## config.mk

```make
export PLATFORM = sky130hd
export DESIGN_NAME = linear_probe_hash_table_unit
export DESIGN_NICKNAME = d
export VERILOG_FILES = /design/src/hdl/lphash_pkg.sv /design/src/hdl/linear_probe_hash_table_unit.sv /design/src/hdl/lphash_key_ram.sv /design/src/hdl/lphash_ctrl.sv
export SDC_FILE = /design/constraint.sdc
export NUM_CORES = 1
export LEC_CHECK = 0
export BUFFER_PORTS_ARGS = -buffer_cell sky130_fd_sc_hd__buf_2
export CAP_MARGIN = 10
export CORE_ASPECT_RATIO = 0.9
export CORE_MARGIN = 2
export CORE_UTILIZATION = 35
export DETAILED_ROUTE_END_ITERATION = 10
export PLACE_DENSITY = 0.55
export SETUP_SLACK_MARGIN = 0.3
export SLEW_MARGIN = 25
export SYNTH_ARGS = -nofsm -noshare
export SYNTH_HDL_FRONTEND = slang
export SYNTH_HIERARCHICAL = 1
export SYNTH_SLANG_ARGS = --single-unit
```

## constraint.sdc

```tcl
create_clock -name clk -period 13.8 [get_ports clk]
set_input_delay 0.69 -clock clk [delete_from_list [all_inputs] [get_ports clk]]
set_output_delay 0.69 -clock clk [all_outputs]
set_load 0.03 [all_outputs]
```

## src/hdl/lphash_pkg.sv

```systemverilog
package lphash_pkg;

    localparam int KEY_FIELD_W = 64;
    localparam int LEN_W       = 4;
    localparam int SIZE_W      = 4;

    localparam logic [1:0] CMD_SEARCH = 2'd0;
    localparam logic [1:0] CMD_INSERT = 2'd1;
    localparam logic [1:0] CMD_DELETE = 2'd2;
    localparam logic [1:0] CMD_NONE   = 2'd3;

    localparam logic [1:0] RES_DONE      = 2'd0;
    localparam logic [1:0] RES_NOT_FOUND = 2'd1;
    localparam logic [1:0] RES_PRESENT   = 2'd2;
    localparam logic [1:0] RES_FULL      = 2'd3;

    localparam logic [SIZE_W-1:0] SIZE_RESET = 4'd8;

    typedef enum logic [1:0] {
        SLOT_EMPTY   = 2'd0,
        SLOT_USED    = 2'd1,
        SLOT_DELETED = 2'd2
    } slot_t;

    typedef enum logic [2:0] {
        ST_IDLE,
        ST_HOME,
        ST_PROBE,
        ST_COMPARE,
        ST_INSERT
    } state_t;

    // keeps the first len bytes of a key, clears the rest
    function automatic logic [KEY_FIELD_W-1:0] key_mask(input logic [LEN_W-1:0] len);
        logic [KEY_FIELD_W-1:0] m;
        m = '0;
        for (int b = 0; b < KEY_FIELD_W / 8; b++)
        begin
            if (LEN_W'(b) < len)
            begin
                m[b*8 +: 8] = 8'hff;
            end
        end
        return m;
    endfunction

endpackage

```

## src/hdl/linear_probe_hash_table_unit.sv

```systemverilog
// Open-addressing hash table of short byte-string keys with linear probing.
// A command is taken when start is high and busy is low; exactly one result
// (status, slot_index) follows, valid for the single cycle in which done is
// high, and the receiver cannot stall it, so it must capture it on that edge.
// The result waits on the one shared compare/subtract sequencer: the home
// slot by repeated subtraction of the table size, the probe walk with its
// registered read of the key memory and, for an insert, the insert walk.
// A malformed command answers in the cycle after its transfer.
// table_size may be written only while busy is low and no result is due.
module linear_probe_hash_table_unit #(
    parameter int TABLE_DEPTH = 8,
    parameter int KEY_BYTES   = 8
) (
    input  logic        clk,
    input  logic        rst_n,
    input  logic        start,
    output logic        busy,
    input  logic [1:0]  command,
    input  logic [63:0] key_bytes,
    input  logic [3:0]  key_length,
    output logic        done,
    output logic [1:0]  status,
    output logic [2:0]  slot_index,
    input  logic        cfg_valid,
    output logic        cfg_ready,
    input  logic [3:0]  table_size
);

    localparam int IDX_W = (TABLE_DEPTH > 1) ? $clog2(TABLE_DEPTH) : 1;
    localparam int KEY_W = 8 * KEY_BYTES;
    localparam int RAM_W = KEY_W + lphash_pkg::LEN_W;

    logic [lphash_pkg::SIZE_W-1:0] table_size_reg;
    logic [lphash_pkg::SIZE_W-1:0] size_in_use;
    logic                          ram_we;
    logic [IDX_W-1:0]              ram_addr;
    logic [RAM_W-1:0]              ram_wdata;
    logic [RAM_W-1:0]              ram_rdata;

    assign cfg_ready = 1'b1;

    always_ff @(posedge clk or negedge rst_n)
    begin
        if (!rst_n)
        begin
            table_size_reg <= lphash_pkg::SIZE_RESET;
        end
        else if (cfg_valid && cfg_ready)
        begin
            table_size_reg <= table_size;
        end
    end

    // zero is used as one, anything beyond the depth as the depth
    always_comb
    begin
        if (table_size_reg == '0)
        begin
            size_in_use = lphash_pkg::SIZE_W'(1);
        end
        else if (32'(table_size_reg) > TABLE_DEPTH)
        begin
            size_in_use = lphash_pkg::SIZE_W'(TABLE_DEPTH);
        end
        else
        begin
            size_in_use = table_size_reg;
        end
    end

    lphash_ctrl #(
        .TABLE_DEPTH (TABLE_DEPTH),
        .KEY_BYTES   (KEY_BYTES),
        .IDX_W       (IDX_W),
        .KEY_W       (KEY_W)
    ) u_ctrl (
        .clk        (clk),
        .rst_n      (rst_n),
        .start      (start),
        .command    (command),
        .key_bytes  (key_bytes),
        .key_length (key_length),
        .size       (size_in_use),
        .busy       (busy),
        .done       (done),
        .status     (status),
        .slot_index (slot_index),
        .ram_we     (ram_we),
        .ram_addr   (ram_addr),
        .ram_wdata  (ram_wdata),
        .ram_rdata  (ram_rdata)
    );

    lphash_key_ram #(
        .DEPTH  (TABLE_DEPTH),
        .ADDR_W (IDX_W),
        .DATA_W (RAM_W)
    ) u_key_ram (
        .clk   (clk),
        .we    (ram_we),
        .addr  (ram_addr),
        .wdata (ram_wdata),
        .rdata (ram_rdata)
    );

endmodule

```

## src/hdl/lphash_key_ram.sv

```systemverilog
module lphash_key_ram #(
    parameter int DEPTH  = 8,
    parameter int ADDR_W = 3,
    parameter int DATA_W = 68
) (
    input  logic              clk,
    input  logic              we,
    input  logic [ADDR_W-1:0] addr,
    input  logic [DATA_W-1:0] wdata,
    output logic [DATA_W-1:0] rdata
);

    logic [DATA_W-1:0] mem [DEPTH];

    always_ff @(posedge clk)
    begin
        if (we)
        begin
            mem[addr] <= wdata;
        end
        rdata <= mem[addr];
    end

endmodule

```

## src/hdl/lphash_ctrl.sv

```systemverilog
module lphash_ctrl #(
    parameter int TABLE_DEPTH = 8,
    parameter int KEY_BYTES   = 8,
    parameter int IDX_W       = 3,
    parameter int KEY_W       = 64
) (
    input  logic                              clk,
    input  logic                              rst_n,
    input  logic                              start,
    input  logic [1:0]                        command,
    input  logic [lphash_pkg::KEY_FIELD_W-1:0] key_bytes,
    input  logic [lphash_pkg::LEN_W-1:0]       key_length,
    input  logic [lphash_pkg::SIZE_W-1:0]      size,
    output logic                              busy,
    output logic                              done,
    output logic [1:0]                        status,
    output logic [2:0]                        slot_index,
    output logic                              ram_we,
    output logic [IDX_W-1:0]                  ram_addr,
    output logic [KEY_W+lphash_pkg::LEN_W-1:0] ram_wdata,
    input  logic [KEY_W+lphash_pkg::LEN_W-1:0] ram_rdata
);

    localparam int LW   = lphash_pkg::LEN_W;
    localparam int CMPW = (IDX_W + 1 > LW) ? IDX_W + 1 : LW;
    localparam logic [LW-1:0] MAX_LEN = LW'(KEY_BYTES);

    lphash_pkg::state_t state_reg, state_next;
    lphash_pkg::slot_t  slot_status_reg [TABLE_DEPTH];

    logic [1:0]       cmd_reg, cmd_next;
    logic [KEY_W-1:0] key_reg, key_next;
    logic [LW-1:0]    len_reg, len_next;
    logic [LW-1:0]    rem_reg, rem_next;
    logic [LW-1:0]    cnt_reg, cnt_next;
    logic [IDX_W-1:0] home_reg, home_next;
    logic [IDX_W-1:0] h_reg, h_next;
    logic             done_reg, done_next;
    logic [1:0]       status_reg, status_next;
    logic [2:0]       slot_reg, slot_next;

    logic               item_ok;
    logic               last_probe;
    logic [IDX_W-1:0]   h_step;
    lphash_pkg::slot_t  cur_slot;
    logic               key_hit;
    logic               set_used;
    logic               set_deleted;
    logic [KEY_W-1:0]   r_key;
    logic [LW-1:0]      r_len;
    logic [lphash_pkg::KEY_FIELD_W-1:0] masked_key;

    assign masked_key = key_bytes & lphash_pkg::key_mask(key_length);
    assign item_ok    = (key_length != '0) && (key_length <= MAX_LEN)
                        && (command != lphash_pkg::CMD_NONE);
    assign last_probe = (cnt_reg + LW'(1)) == size;
    assign h_step     = ((CMPW'(h_reg) + CMPW'(1)) == CMPW'(size)) ? '0 : h_reg + IDX_W'(1);
    assign cur_slot   = slot_status_reg[h_reg];
    assign r_key      = ram_rdata[KEY_W+LW-1:LW];
    assign r_len      = ram_rdata[LW-1:0];
    assign key_hit    = (cur_slot == lphash_pkg::SLOT_USED) && (r_len == len_reg)
                        && (r_key == key_reg);

    // next state
    always_comb
    begin
        state_next = state_reg;
        case (state_reg)
            lphash_pkg::ST_IDLE:
            begin
                if (start && item_ok)
                begin
                    state_next = lphash_pkg::ST_HOME;
                end
            end
            lphash_pkg::ST_HOME:
            begin
                if (rem_reg < size)
                begin
                    state_next = lphash_pkg::ST_PROBE;
                end
            end
            lphash_pkg::ST_PROBE:
            begin
                state_next = lphash_pkg::ST_COMPARE;
            end
            lphash_pkg::ST_COMPARE:
            begin
                if (key_hit)
                begin
                    state_next = lphash_pkg::ST_IDLE;
                end
                else if (cur_slot == lphash_pkg::SLOT_EMPTY || last_probe)
                begin
                    state_next = (cmd_reg == lphash_pkg::CMD_INSERT) ?
                                 lphash_pkg::ST_INSERT : lphash_pkg::ST_IDLE;
                end
                else
                begin
                    state_next = lphash_pkg::ST_PROBE;
                end
            end
            lphash_pkg::ST_INSERT:
            begin
                if (cur_slot != lphash_pkg::SLOT_USED || last_probe)
                begin
                    state_next = lphash_pkg::ST_IDLE;
                end
            end
            default:
            begin
                state_next = lphash_pkg::ST_IDLE;
            end
        endcase
    end

    // datapath and outputs
    always_comb
    begin
        cmd_next    = cmd_reg;
        key_next    = key_reg;
        len_next    = len_reg;
        rem_next    = rem_reg;
        cnt_next    = cnt_reg;
        home_next   = home_reg;
        h_next      = h_reg;
        done_next   = 1'b0;
        status_next = status_reg;
        slot_next   = slot_reg;
        set_used    = 1'b0;
        set_deleted = 1'b0;
        case (state_reg)
            lphash_pkg::ST_IDLE:
            begin
                if (start)
                begin
                    cmd_next = command;
                    key_next = masked_key[KEY_W-1:0];
                    len_next = key_length;
                    rem_next = key_length;
                    if (!item_ok)
                    begin
                        done_next   = 1'b1;
                        status_next = lphash_pkg::RES_NOT_FOUND;
                        slot_next   = '0;
                    end
                end
            end
            lphash_pkg::ST_HOME:
            begin
                // home slot by repeated subtraction of the table size
                if (rem_reg >= size)
                begin
                    rem_next = rem_reg - size;
                end
                else
                begin
                    home_next = IDX_W'(rem_reg);
                    h_next    = IDX_W'(rem_reg);
                    cnt_next  = '0;
                end
            end
            lphash_pkg::ST_COMPARE:
            begin
                if (key_hit)
                begin
                    done_next = 1'b1;
                    slot_next = 3'(h_reg);
                    case (cmd_reg)
                        lphash_pkg::CMD_INSERT:
                        begin
                            status_next = lphash_pkg::RES_PRESENT;
                        end
                        lphash_pkg::CMD_DELETE:
                        begin
                            status_next = lphash_pkg::RES_DONE;
                            set_deleted = 1'b1;
                        end
                        default:
                        begin
                            status_next = lphash_pkg::RES_DONE;
                        end
                    endcase
                end
                else if (cur_slot == lphash_pkg::SLOT_EMPTY || last_probe)
                begin
                    if (cmd_reg == lphash_pkg::CMD_INSERT)
                    begin
                        h_next   = home_reg;
                        cnt_next = '0;
                    end
                    else
                    begin
                        done_next   = 1'b1;
                        status_next = lphash_pkg::RES_NOT_FOUND;
                        slot_next   = '0;
                    end
                end
                else
                begin
                    cnt_next = cnt_reg + LW'(1);
                    h_next   = h_step;
                end
            end
            lphash_pkg::ST_INSERT:
            begin
                // first slot on the path not in use takes the key
                if (cur_slot != lphash_pkg::SLOT_USED)
                begin
                    set_used    = 1'b1;
                    done_next   = 1'b1;
                    status_next = lphash_pkg::RES_DONE;
                    slot_next   = 3'(h_reg);
                end
                else if (last_probe)
                begin
                    done_next   = 1'b1;
                    status_next = lphash_pkg::RES_FULL;
                    slot_next   = '0;
                end
                else
                begin
                    cnt_next = cnt_reg + LW'(1);
                    h_next   = h_step;
                end
            end
            default:
            begin
            end
        endcase
    end

    always_ff @(posedge clk or negedge rst_n)
    begin
        if (!rst_n)
        begin
            state_reg <= lphash_pkg::ST_IDLE;
            done_reg  <= 1'b0;
            for (int i = 0; i < TABLE_DEPTH; i++)
            begin
                slot_status_reg[i] <= lphash_pkg::SLOT_EMPTY;
            end
        end
        else
        begin
            state_reg <= state_next;
            done_reg  <= done_next;
            if (set_used)
            begin
                slot_status_reg[h_reg] <= lphash_pkg::SLOT_USED;
            end
            else if (set_deleted)
            begin
                slot_status_reg[h_reg] <= lphash_pkg::SLOT_DELETED;
            end
        end
    end

    always_ff @(posedge clk)
    begin
        cmd_reg    <= cmd_next;
        key_reg    <= key_next;
        len_reg    <= len_next;
        rem_reg    <= rem_next;
        cnt_reg    <= cnt_next;
        home_reg   <= home_next;
        h_reg      <= h_next;
        status_reg <= status_next;
        slot_reg   <= slot_next;
    end

    assign busy       = (state_reg != lphash_pkg::ST_IDLE);
    assign done       = done_reg;
    assign status     = status_reg;
    assign slot_index = slot_reg;
    assign ram_we     = set_used;
    assign ram_addr   = h_reg;
    assign ram_wdata  = {key_reg, len_reg};

endmodule

```

=== Word-level counts from Yosys, hierarchy flattened ===
Memories as Yosys holds them, arrays and structs flattened. A register that Yosys moved wholly into a read port is not among the register bits.
Index checks and enable logic that the tools add are counted.
Widths: inputs -> output; s select.

* Register bits after elaboration: 113
* Memories kept: 1
* Word-level logic and storage cells: 172
* Input port bits: 78
* Output and inout port bits: 8
* Bits in writable memories: 544

* $lt $le $gt $ge: 14
* Bitwise operators: 9
* Equality and inequality tests: 27
* Reduce and logical (&&, ||, !) cells: 23
* Multiplexer cells: 74
* Add/subtract/negate cells: 4

{| class="wikitable"
|+ Memories
! memory !! depth !! bits a word !! read ports !! clocked after memory_dff !! write ports !! RTL line !! RTL
|-
| u_key_ram.mem || 8 || 68 || 1 || 1 || 1 || lphash_key_ram.sv:13 || <nowiki>logic [DATA_W-1:0] mem [DEPTH];</nowiki>
|}

{| class="wikitable"
|+ Operator list
! cell !! count
|-
| $and 64x64->64 || 1
|-
| $eq 64x64->1 || 1
|-
| $mux 8 || 8
|-
| $mux 3 || 20
|-
| $mux 4 || 10
|-
| $mux 16 || 2
|-
| $mux 2 || 11
|-
| $pmux 3 s3 || 2
|-
| $and 8x8->8 || 2
|-
| $lt 3x4->1 const A || 4
|-
| $not 8->8 || 2
|-
| $or 8x8->8 || 2
|-
| $pmux 3 s5 || 1
|-
| $mux 1 || 14
|-
| $ne 2x2->1 const B || 7
|-
| $eq 4x4->1 || 3
|-
| $pmux 4 s3 || 1
|-
| $reduce_and 6->1 || 2
|-
| $ne 2x1->1 const B || 5
|-
| $reduce_bool 3->1 || 3
|-
| $lt 1x4->1 const A || 2
|-
| $lt 2x4->1 const A || 2
|-
| $pmux 4 s2 || 1
|-
| $bmux 2 s3 || 1
|-
| 32 further kinds || 44
|}

=== Longest topological paths before layout ===
Gate-level depths: netlist of run 1.

* Word-level depth: 11
* Gate-level depth with buffers: 11
* Depth with buffers taken out: 9

=== Cells and area by module ===
Netlist of run 1, hierarchy kept.

{| class="wikitable"
|+ By module, submodules not included
! module !! times used !! cells an instance !! sequential area each (sq um) !! area each (sq um)
|-
| lphash_key_ram || 1 || 1,080 || 17,697.0 || 22,046.1
|-
| lphash_ctrl || 1 || 475 || 3,173.0 || 5,693.0
|-
| linear_probe_hash_table_unit || 1 || 15 || 101.3 || 187.7
|}

=== Least setup slack after synthesis of run 1 ===
No wires, ideal clock.

* Kind: flip-flop to flip-flop
* Start: register u_ctrl.h_reg[0] (netlist: u_ctrl/ram_addr[0])
* End: memory u_key_ram.mem[1][0], enable pin
* Clock period less this slack: 6.981 ns
* Buffers on the path: 1
* Cell stages (with the launch flop): 9
* Slack: 6.819 ns
* Data required time: 13.222 ns
* Library setup time: 0.578 ns
* Arrival: 6.403 ns
* Cells stage by stage: edfxtp_1 > buf_6 > mux4_2 > mux2_4 > nand2_1 > nand2_1 > inv_1 > nand2b_1 > nor3_1

* Word-level cells in the longest chain between the ends: 9

{| class="wikitable"
|+ RTL lines
! element !! RTL line !! RTL
|-
| from (decl) || lphash_ctrl.sv:37 || <nowiki>logic [IDX_W-1:0] h_reg, h_next;</nowiki>
|-
| from (signal assigned) || lphash_ctrl.sv:267 || <nowiki>h_reg <= h_next;</nowiki>
|-
| $not 3->4 (not written as such) || lphash_ctrl.sv:58 || <nowiki>assign cur_slot = slot_status_reg[h_reg];</nowiki>
|-
| $bmux 2 s3 || lphash_ctrl.sv:58 ||
|-
| $mux 2 (not written as such) (2 in series) || lphash_ctrl.sv:58 ||
|-
| $ne 2x1->1 || lphash_ctrl.sv:208 || <nowiki>if (cur_slot != lphash_pkg::SLOT_USED)</nowiki>
|-
| $mux 1 || lphash_ctrl.sv:208 ||
|-
| $mux 1 || lphash_ctrl.sv:132 || <nowiki>case (state_reg)</nowiki>
|-
| net ram_we || linear_probe_hash_table_unit.sv:35 || <nowiki>logic ram_we;</nowiki>
|-
| $mux 1 || lphash_key_ram.sv:17 || <nowiki>if (we)</nowiki>
|-
| $mux 1 (not written as such) || lphash_key_ram.sv:19 || <nowiki>mem[addr] <= wdata;</nowiki>
|-
| to (decl) || lphash_key_ram.sv:13 ||
|}

The timed path passes the listed nets, and every way through them passes these cells. The select of a mux whose other input is x is not followed.

=== Worst setup path in the final report of run 1 ===
* Start: register u_ctrl.h_reg[0] (netlist: u_ctrl/ram_addr[0])
* End: memory u_key_ram.mem[1][11], enable pin

The elaborated chain is that of the path after synthesis.

==> results of run 1 <==
-- area by class of cell --
type / instances / area, µm² / area share
clock buffers: 100 / 2060 / 0.0644
well taps: 1050 / 1310 / 0.0410
flip-flops and latches: 725 / 21000 / 0.655
inverters: 12 / 46.3 / 0.00145
repair buffers: 116 / 706 / 0.0220
clock inverters: 34 / 360 / 0.0113
multi-input cells: 751 / 6560 / 0.205
-- layer usage --
layer	track usage	vias up	routed length, µm
met5	0	-	16
met4	0.0452	2	1440
met3	0.0278	73	3610
met2	0.248	416	30200
met1	0.224	7434	29500
li1	-	6403	-
-- worst max-delay path, stage by stage (launching register included) --
cell      delay (ns)
edfxtp_1        0.37
buf_12          0.52
mux4_2          0.60
mux2_4          0.34
nand2_1         0.16
nand2_1         0.16
inv_1           0.16
nand2b_1        0.21
nor3_2          0.63
buf_4           0.46
buf_4           0.68
-- synth_stat cells (all sizes together) (32+ instances only) --
cell / number / share of area
o21ai: 49 / 0.0088
a222oi: 32 / 0.011
a22oi: 73 / 0.020
xnor2: 75 / 0.024
edfxtp: 633 / 0.68
buf: 58 / 0.012
nor2: 32 / 0.0044
nor2b: 56 / 0.013
nand2: 40 / 0.0054
dfxtp: 68 / 0.049
mux2: 180 / 0.073
mux4: 32 / 0.026
-- worst max-delay path by stage --
stage / endpoint / slack [ns]
6_report: u_key_ram/mem[1][11] / 8.99
2_1_floorplan: u_key_ram/mem[1][0] / 6.82
3_5_place_dp: u_key_ram/mem[1][59] / 8.92
5_1_grt: u_key_ram/mem[1][27] / 8.75
4_1_cts: u_key_ram/mem[1][54] / 8.92
3_3_place_gp: u_key_ram/mem[1][59] / 9.02
-- power by group through the flow --
stage / clock network (mW) / registers (mW) / logic [mW]
CTS: 2.04 / 2.89 / 1.57
detailed placement: 0 / 2.93 / 1.56
global route: 2.13 / 2.92 / 1.67
global placement: 0 / 2.92 / 1.55
floorplan: 0 / 2.89 / 1.13
finish: 1.99 / 2.88 / 1.55
-- metrics by stage --
step                      hold slack (ns)  total power [mW]  instances  area [µm²]
after floorplan                     0.394              4.02       1570       27900
after global placement              0.441              4.47       2653       29600
after detailed placement            0.450              4.49       2654       29600
after CTS                          0.0760              6.50       2788       32000
after global routing                0.102              6.72       2788       32000
final                              0.0853              6.43       2788       32000
-- placed cells by master (no fill, tap or decap), drive strengths merged, types with 22 or more instances in the layout --
| master | netlist | routed |
|---|---|---|
| a22oi | 73 | 73 |
| nor2 | 32 | 32 |
| clkinv | 1 | 25 |
| clkbuf | 24 | 100 |
| mux4 | 32 | 32 |
| nor2b | 56 | 56 |
| xnor2 | 75 | 75 |
| edfxtp | 633 | 633 |
| nand4 | 22 | 22 |
| dfxtp | 68 | 68 |
| o21ai | 49 | 49 |
| buf | 58 | 116 |
| mux2 | 180 | 180 |
| dfrtp | 23 | 23 |
| a222oi | 32 | 32 |
| nand2 | 40 | 40 |
-- cell families after synthesis --
kind of cell / count (synthesis)
xor+xnor: 82
buf+inv: 94
other cells: 1
compound gates: 226
flops: 725
mux: 213
fa+ha+maj: 7
simple gates: 222
==> metrics, run 1 <==
Logic pwr share=0.241; NetSw=approximately 1.9 mW; total clock sinks=between 700 and 800; main combinational cell family by area after synthesis=multiplexers; Gate Count Post-Synth=about 1600; post-synthesis simple-gate area fraction=0.0437; WP data arrival=5.04 ns; routability cong.=about 0.78; reg2reg end=u_key_ram/mem[1][11]; post-DP HPWL=between 30000 and 40000 µm; CTS tree=yes; Port Buf Inserts=84; layout cell share with drive strength beyond 1=0.241; WL final=around 65000 µm; initial antenna violation count=3; Ports=86; YS warnings=6; status=completed; Die W=~300 µm; CTS Buf Count=75; startpoint types=flop; Residual DRC=0; CP startpoint=u_ctrl/ram_addr[0]; GRT Util Overall=0.157; post-CTS sizing=0; crit path kind=reg2reg; syn_nets=approximately 1700; Critical Path RT=approximately 14 ns; Fin Setup TNS=0 ns; via count=about 14000; worst slack at placement=just under 9 ns; Final nets=approximately 1800; Via density=just over 5; Max Root-Sink Buffers=3; Synth async-reset ratio=0.0331; reg-to-reg slack, setup=8.99 ns; Die ar.=0.0821 mm²; skew final=roughly 0.028 ns; RSZ-0062 raised after global routing=false; CTS Root Cell=clkbuf_16; Yosys cell types=around 70; VDD IR max=between 0.0002 and 0.0003 V; core area=between 0.07 and 0.08 mm²; fin util=0.404; Critical Path Sink Type=flop; first-pass GRT wire length=95300 µm; post-synthesis sequential area ratio=0.751; Hold Path Class=in2async; share of the clock period used by the worst path=0.349; post-synthesis mux area share=0.0990; internal power=around 4.5 mW; sequential fraction of design power=0.449; switching part of the total=0.295; Final Hold Fails=0; Post-Synth Adder-Cell Area=0.00341; Final setup viols=0; worst-path fanout max=131; count of final max-slew check failures=0; Die Ht=272 µm; Seq cells post-synth=approximately 730; PD cells=roughly 200 mW/mm²; Cell Area, Synth=0.0279 mm²; Rows=slightly below 100; vias in the first global route=14600; Detailed Route Iter0 Violations=1401; relative slew slack=0.326; post-CTS setup buffers=0; gr ovfl total=0; syn_area_per_cell=17.8 µm²; maxcap violations=0; Area Overhead vs Synth=14.7%; H-Tree Depth=3; Synth Area in Compound Gates=0.0599; antenna cells=0; max FFs per register=544; Clk network pwr share=0.310; crit path time final=4.81 ns; Clk pin slew, worst setup/hold paths=0.06 ns; EDFF count, synth=~630; LEAKAGE=roughly 10 nW; DR pass1 iterations=5; FF-to-FF path depth=10; worst slew pin tran=1.01 ns; Routed Antenna Nets=0; cts hold-fix bufs=0; Reg-to-Reg Start=u_ctrl/ram_addr[0]; top_reg_cell synth=edfxtp_1; fill count=about 7200; pin count of the biggest net entering global routing=142; Worst-Skew Late Latency=between 0.6 and 0.7 ns; Worst Setup Slack, final=8.99 ns; Initial Utilization=0.353; xor/xnor cell area share of the yosys netlist=0.0257; DR WL/cell=around 23 µm; fmax=~0.21 GHz
Power figures use the tool's default switching activity.
==> inputs of run 2 (changes only) <==
Clock period 13.8 ns to 4.45 ns, I/O delays scaled along.
==> run 2 against run 1 <==
Effect of this change: final cell count up 3.2%; sequential share of layout area shrank 2.2 points; fmax rose by 30%; largest cell class unchanged; critical path type unchanged.
==> metrics, run 2 (synthesized netlist as in run 1, its figures left out) <==
status=completed; placed cell count=2665 (+0.41%); Reg-to-Reg Start=u_ctrl/ram_addr[0]; gr ovfl total=0 (unchanged); worst-path fanout max=19 (-85%); Clk pin slew, worst setup/hold paths=0.06 ns (about the same); vias in the first global route=15200 (+4.4%); fill count=7080 (-2.1%); core area=0.0792 mm² (unchanged); CTS Buf Count=75 (unchanged); area used by multi-input combinational logic=0.00660 mm² (+0.63%); Die W=302 µm (unchanged); CTS Root Cell=clkbuf_16; relative slew slack=0.370 (+0.0441); Die Ht=272 µm (unchanged); Hold Path Class=in2reg; most used cell, CP=nand2_1; initial antenna violation count=2 (-1); LEAKAGE=10.9 nW (+4.3%); Slowest cell on crit path=edfxtp_1; Area Overhead vs Synth=18.7%; Critical Path Sink Type=flop; count of final max-slew check failures=0 (unchanged); fmax=0.269 GHz (+30%); Residual DRC=0 (unchanged); share of the clock period used by the worst path=0.834 (+0.485); GRT Util Overall=0.165 (+0.00742); VDD IR max=0.000586 V (+120%); sequence of cells on the critical path=mux4_2 > mux2_4 > nand2_1 > nand2_1 > inv_1 > nand2_1 > nor2_4 > buf_12; RSZ-0062 raised after global routing=false; Final nets=1847 (+4.6%); total clock sinks=725 (unchanged); maxcap violations=0 (unchanged); WL final=67700 µm (+4.4%); H-Tree Depth=3 (unchanged); crit path time final=3.71 ns (-1.10 ns); max FFs per register=544 (unchanged); CTS tree=yes; Detailed Route Iter0 Violations=1278 (-8.8%); FF-to-FF path depth=8 (-2); WP data arrival=4.01 ns (-1.03 ns); most frequent cells in the layout=633 x edfxtp_1, 130 x mux2_2, 84 x buf_2; critical path endpoint=u_key_ram/mem[6][23]; DR WL/cell=23.5 µm (+1.2%); worst slew pin tran=0.943 ns (-0.0672 ns); Rows=98 (unchanged); commonest non-fill, non-tap cell in the layout=edfxtp_1; crit path kind=reg2reg; Via density=5.15 (+0.17%); post-DP HPWL=38200 µm (+4.4%); reg2reg end=u_key_ram/mem[6][23]; Reg area=0.0210 mm² (unchanged); post-CTS setup buffers=0 (unchanged); Max Root-Sink Buffers=3 (unchanged); non-filler cells, final=2876 (+3.2%); Ports=86 (unchanged); Final setup viols=0 (unchanged); PD cells=613 mW/mm² (+210%); Worst-Skew Late Latency=0.63 ns (+0.02 ns); skew final=0.0252 ns (-0.00319 ns); total power=20.3 mW (+220%); Routed Antenna Nets=0 (unchanged); DR pass1 iterations=5 (unchanged); critical path's largest stage delay=0.82 ns (+0.14 ns); Port Buf Inserts=84 (unchanged); reg-to-reg slack, setup=0.74 ns (-8.25 ns); Final Hold Fails=0 (unchanged); Critical Path RT=4.75 ns (-9.27 ns); routability cong.=0.757 (-2.7%); CP startpoint=u_ctrl/ram_addr[0]; Initial Utilization=0.353 (unchanged); startpoint types=flop; layout cell share with drive strength beyond 1=0.239 (-0.00163); via count=14800 (+3.3%); first-pass GRT wire length=99600 µm (+4.5%); pin count of the biggest net entering global routing=105 (-26%); Die ar.=0.0821 mm² (unchanged)
==> run 2: worst max-delay path, delay by kind of cell (launching register included) <==
family	cells	cell delay (ns)
multiplexers	2	0.93
AND/OR/NAND/NOR	4	1.23
buffers and inverters	2	0.40
flip-flops	1	0.82
==> run 2: worst min-delay path by stage <==
stage | from | endpoint | slack [ns] | depth (start not counted)
after detailed placement | rst_n | u_ctrl/done | 0.27 | 1
after global routing | key_bytes[0] | u_ctrl/key_reg[0] | 0.004 | 2
after CTS | key_bytes[0] | u_ctrl/key_reg[0] | 0.01 | 2
after floorplan | rst_n | table_size_reg[0] | -0.07 | 0
final | key_bytes[32] | u_ctrl/key_reg[32] | 0.002 | 2
after global placement | rst_n | table_size_reg[0] | 0.26 | 1
==> run 2: stage by stage <==
step | area, µm² | setup slack [ns] | hold WS, ns | util | TNS (ns)
floorplan | 28000 | -0.717 | -0.0731 | - | -227.53
global placement | 29900 | 0.781 | 0.256 | 0.377 | 0
detailed placement | 29900 | 0.778 | 0.268 | 0.377 | 0
CTS | 33100 | 0.758 | 0.0143 | 0.418 | 0
global route | 33100 | 0.588 | 0.00356 | 0.418 | 0
finish | 33100 | 0.738 | 0.00214 | 0.418 | 0
==> run 2: power by group <==
group | switching [mW] | total [mW] | internal (mW)
combinational | 2.88 | 4.94 | 2.06
sequential | 0.613 | 9.00 | 8.38
clock | 2.60 | 6.37 | 3.76
==> run 2: cell type report <==
type	instances	area share
Clock buffer	107	0.0639
Timing Repair Buffer	197	0.0504
Inverter	12	0.00140
Tap cell	1050	0.0396
Clock inverter	33	0.0128
Antenna cell	1	0.0000755
Multi-Input combinational cell	751	0.199
Sequential cell	725	0.633
==> run 2: per-layer routing <==
metal,track usage,vias up,part of all wire
met5,0,-,0
met4,0.0435,0,0.018
met3,0.0334,81,0.053
met2,0.267,398,0.48
met1,0.227,7743,0.45
li1,-,6584,-
==> run 2: timing repair <==
item	4_1_cts	5_1_grt
hold buffers	70	0
hold endpoints to repair	89	0
setup endpoints to repair	0	0
gates resized for setup	0	0
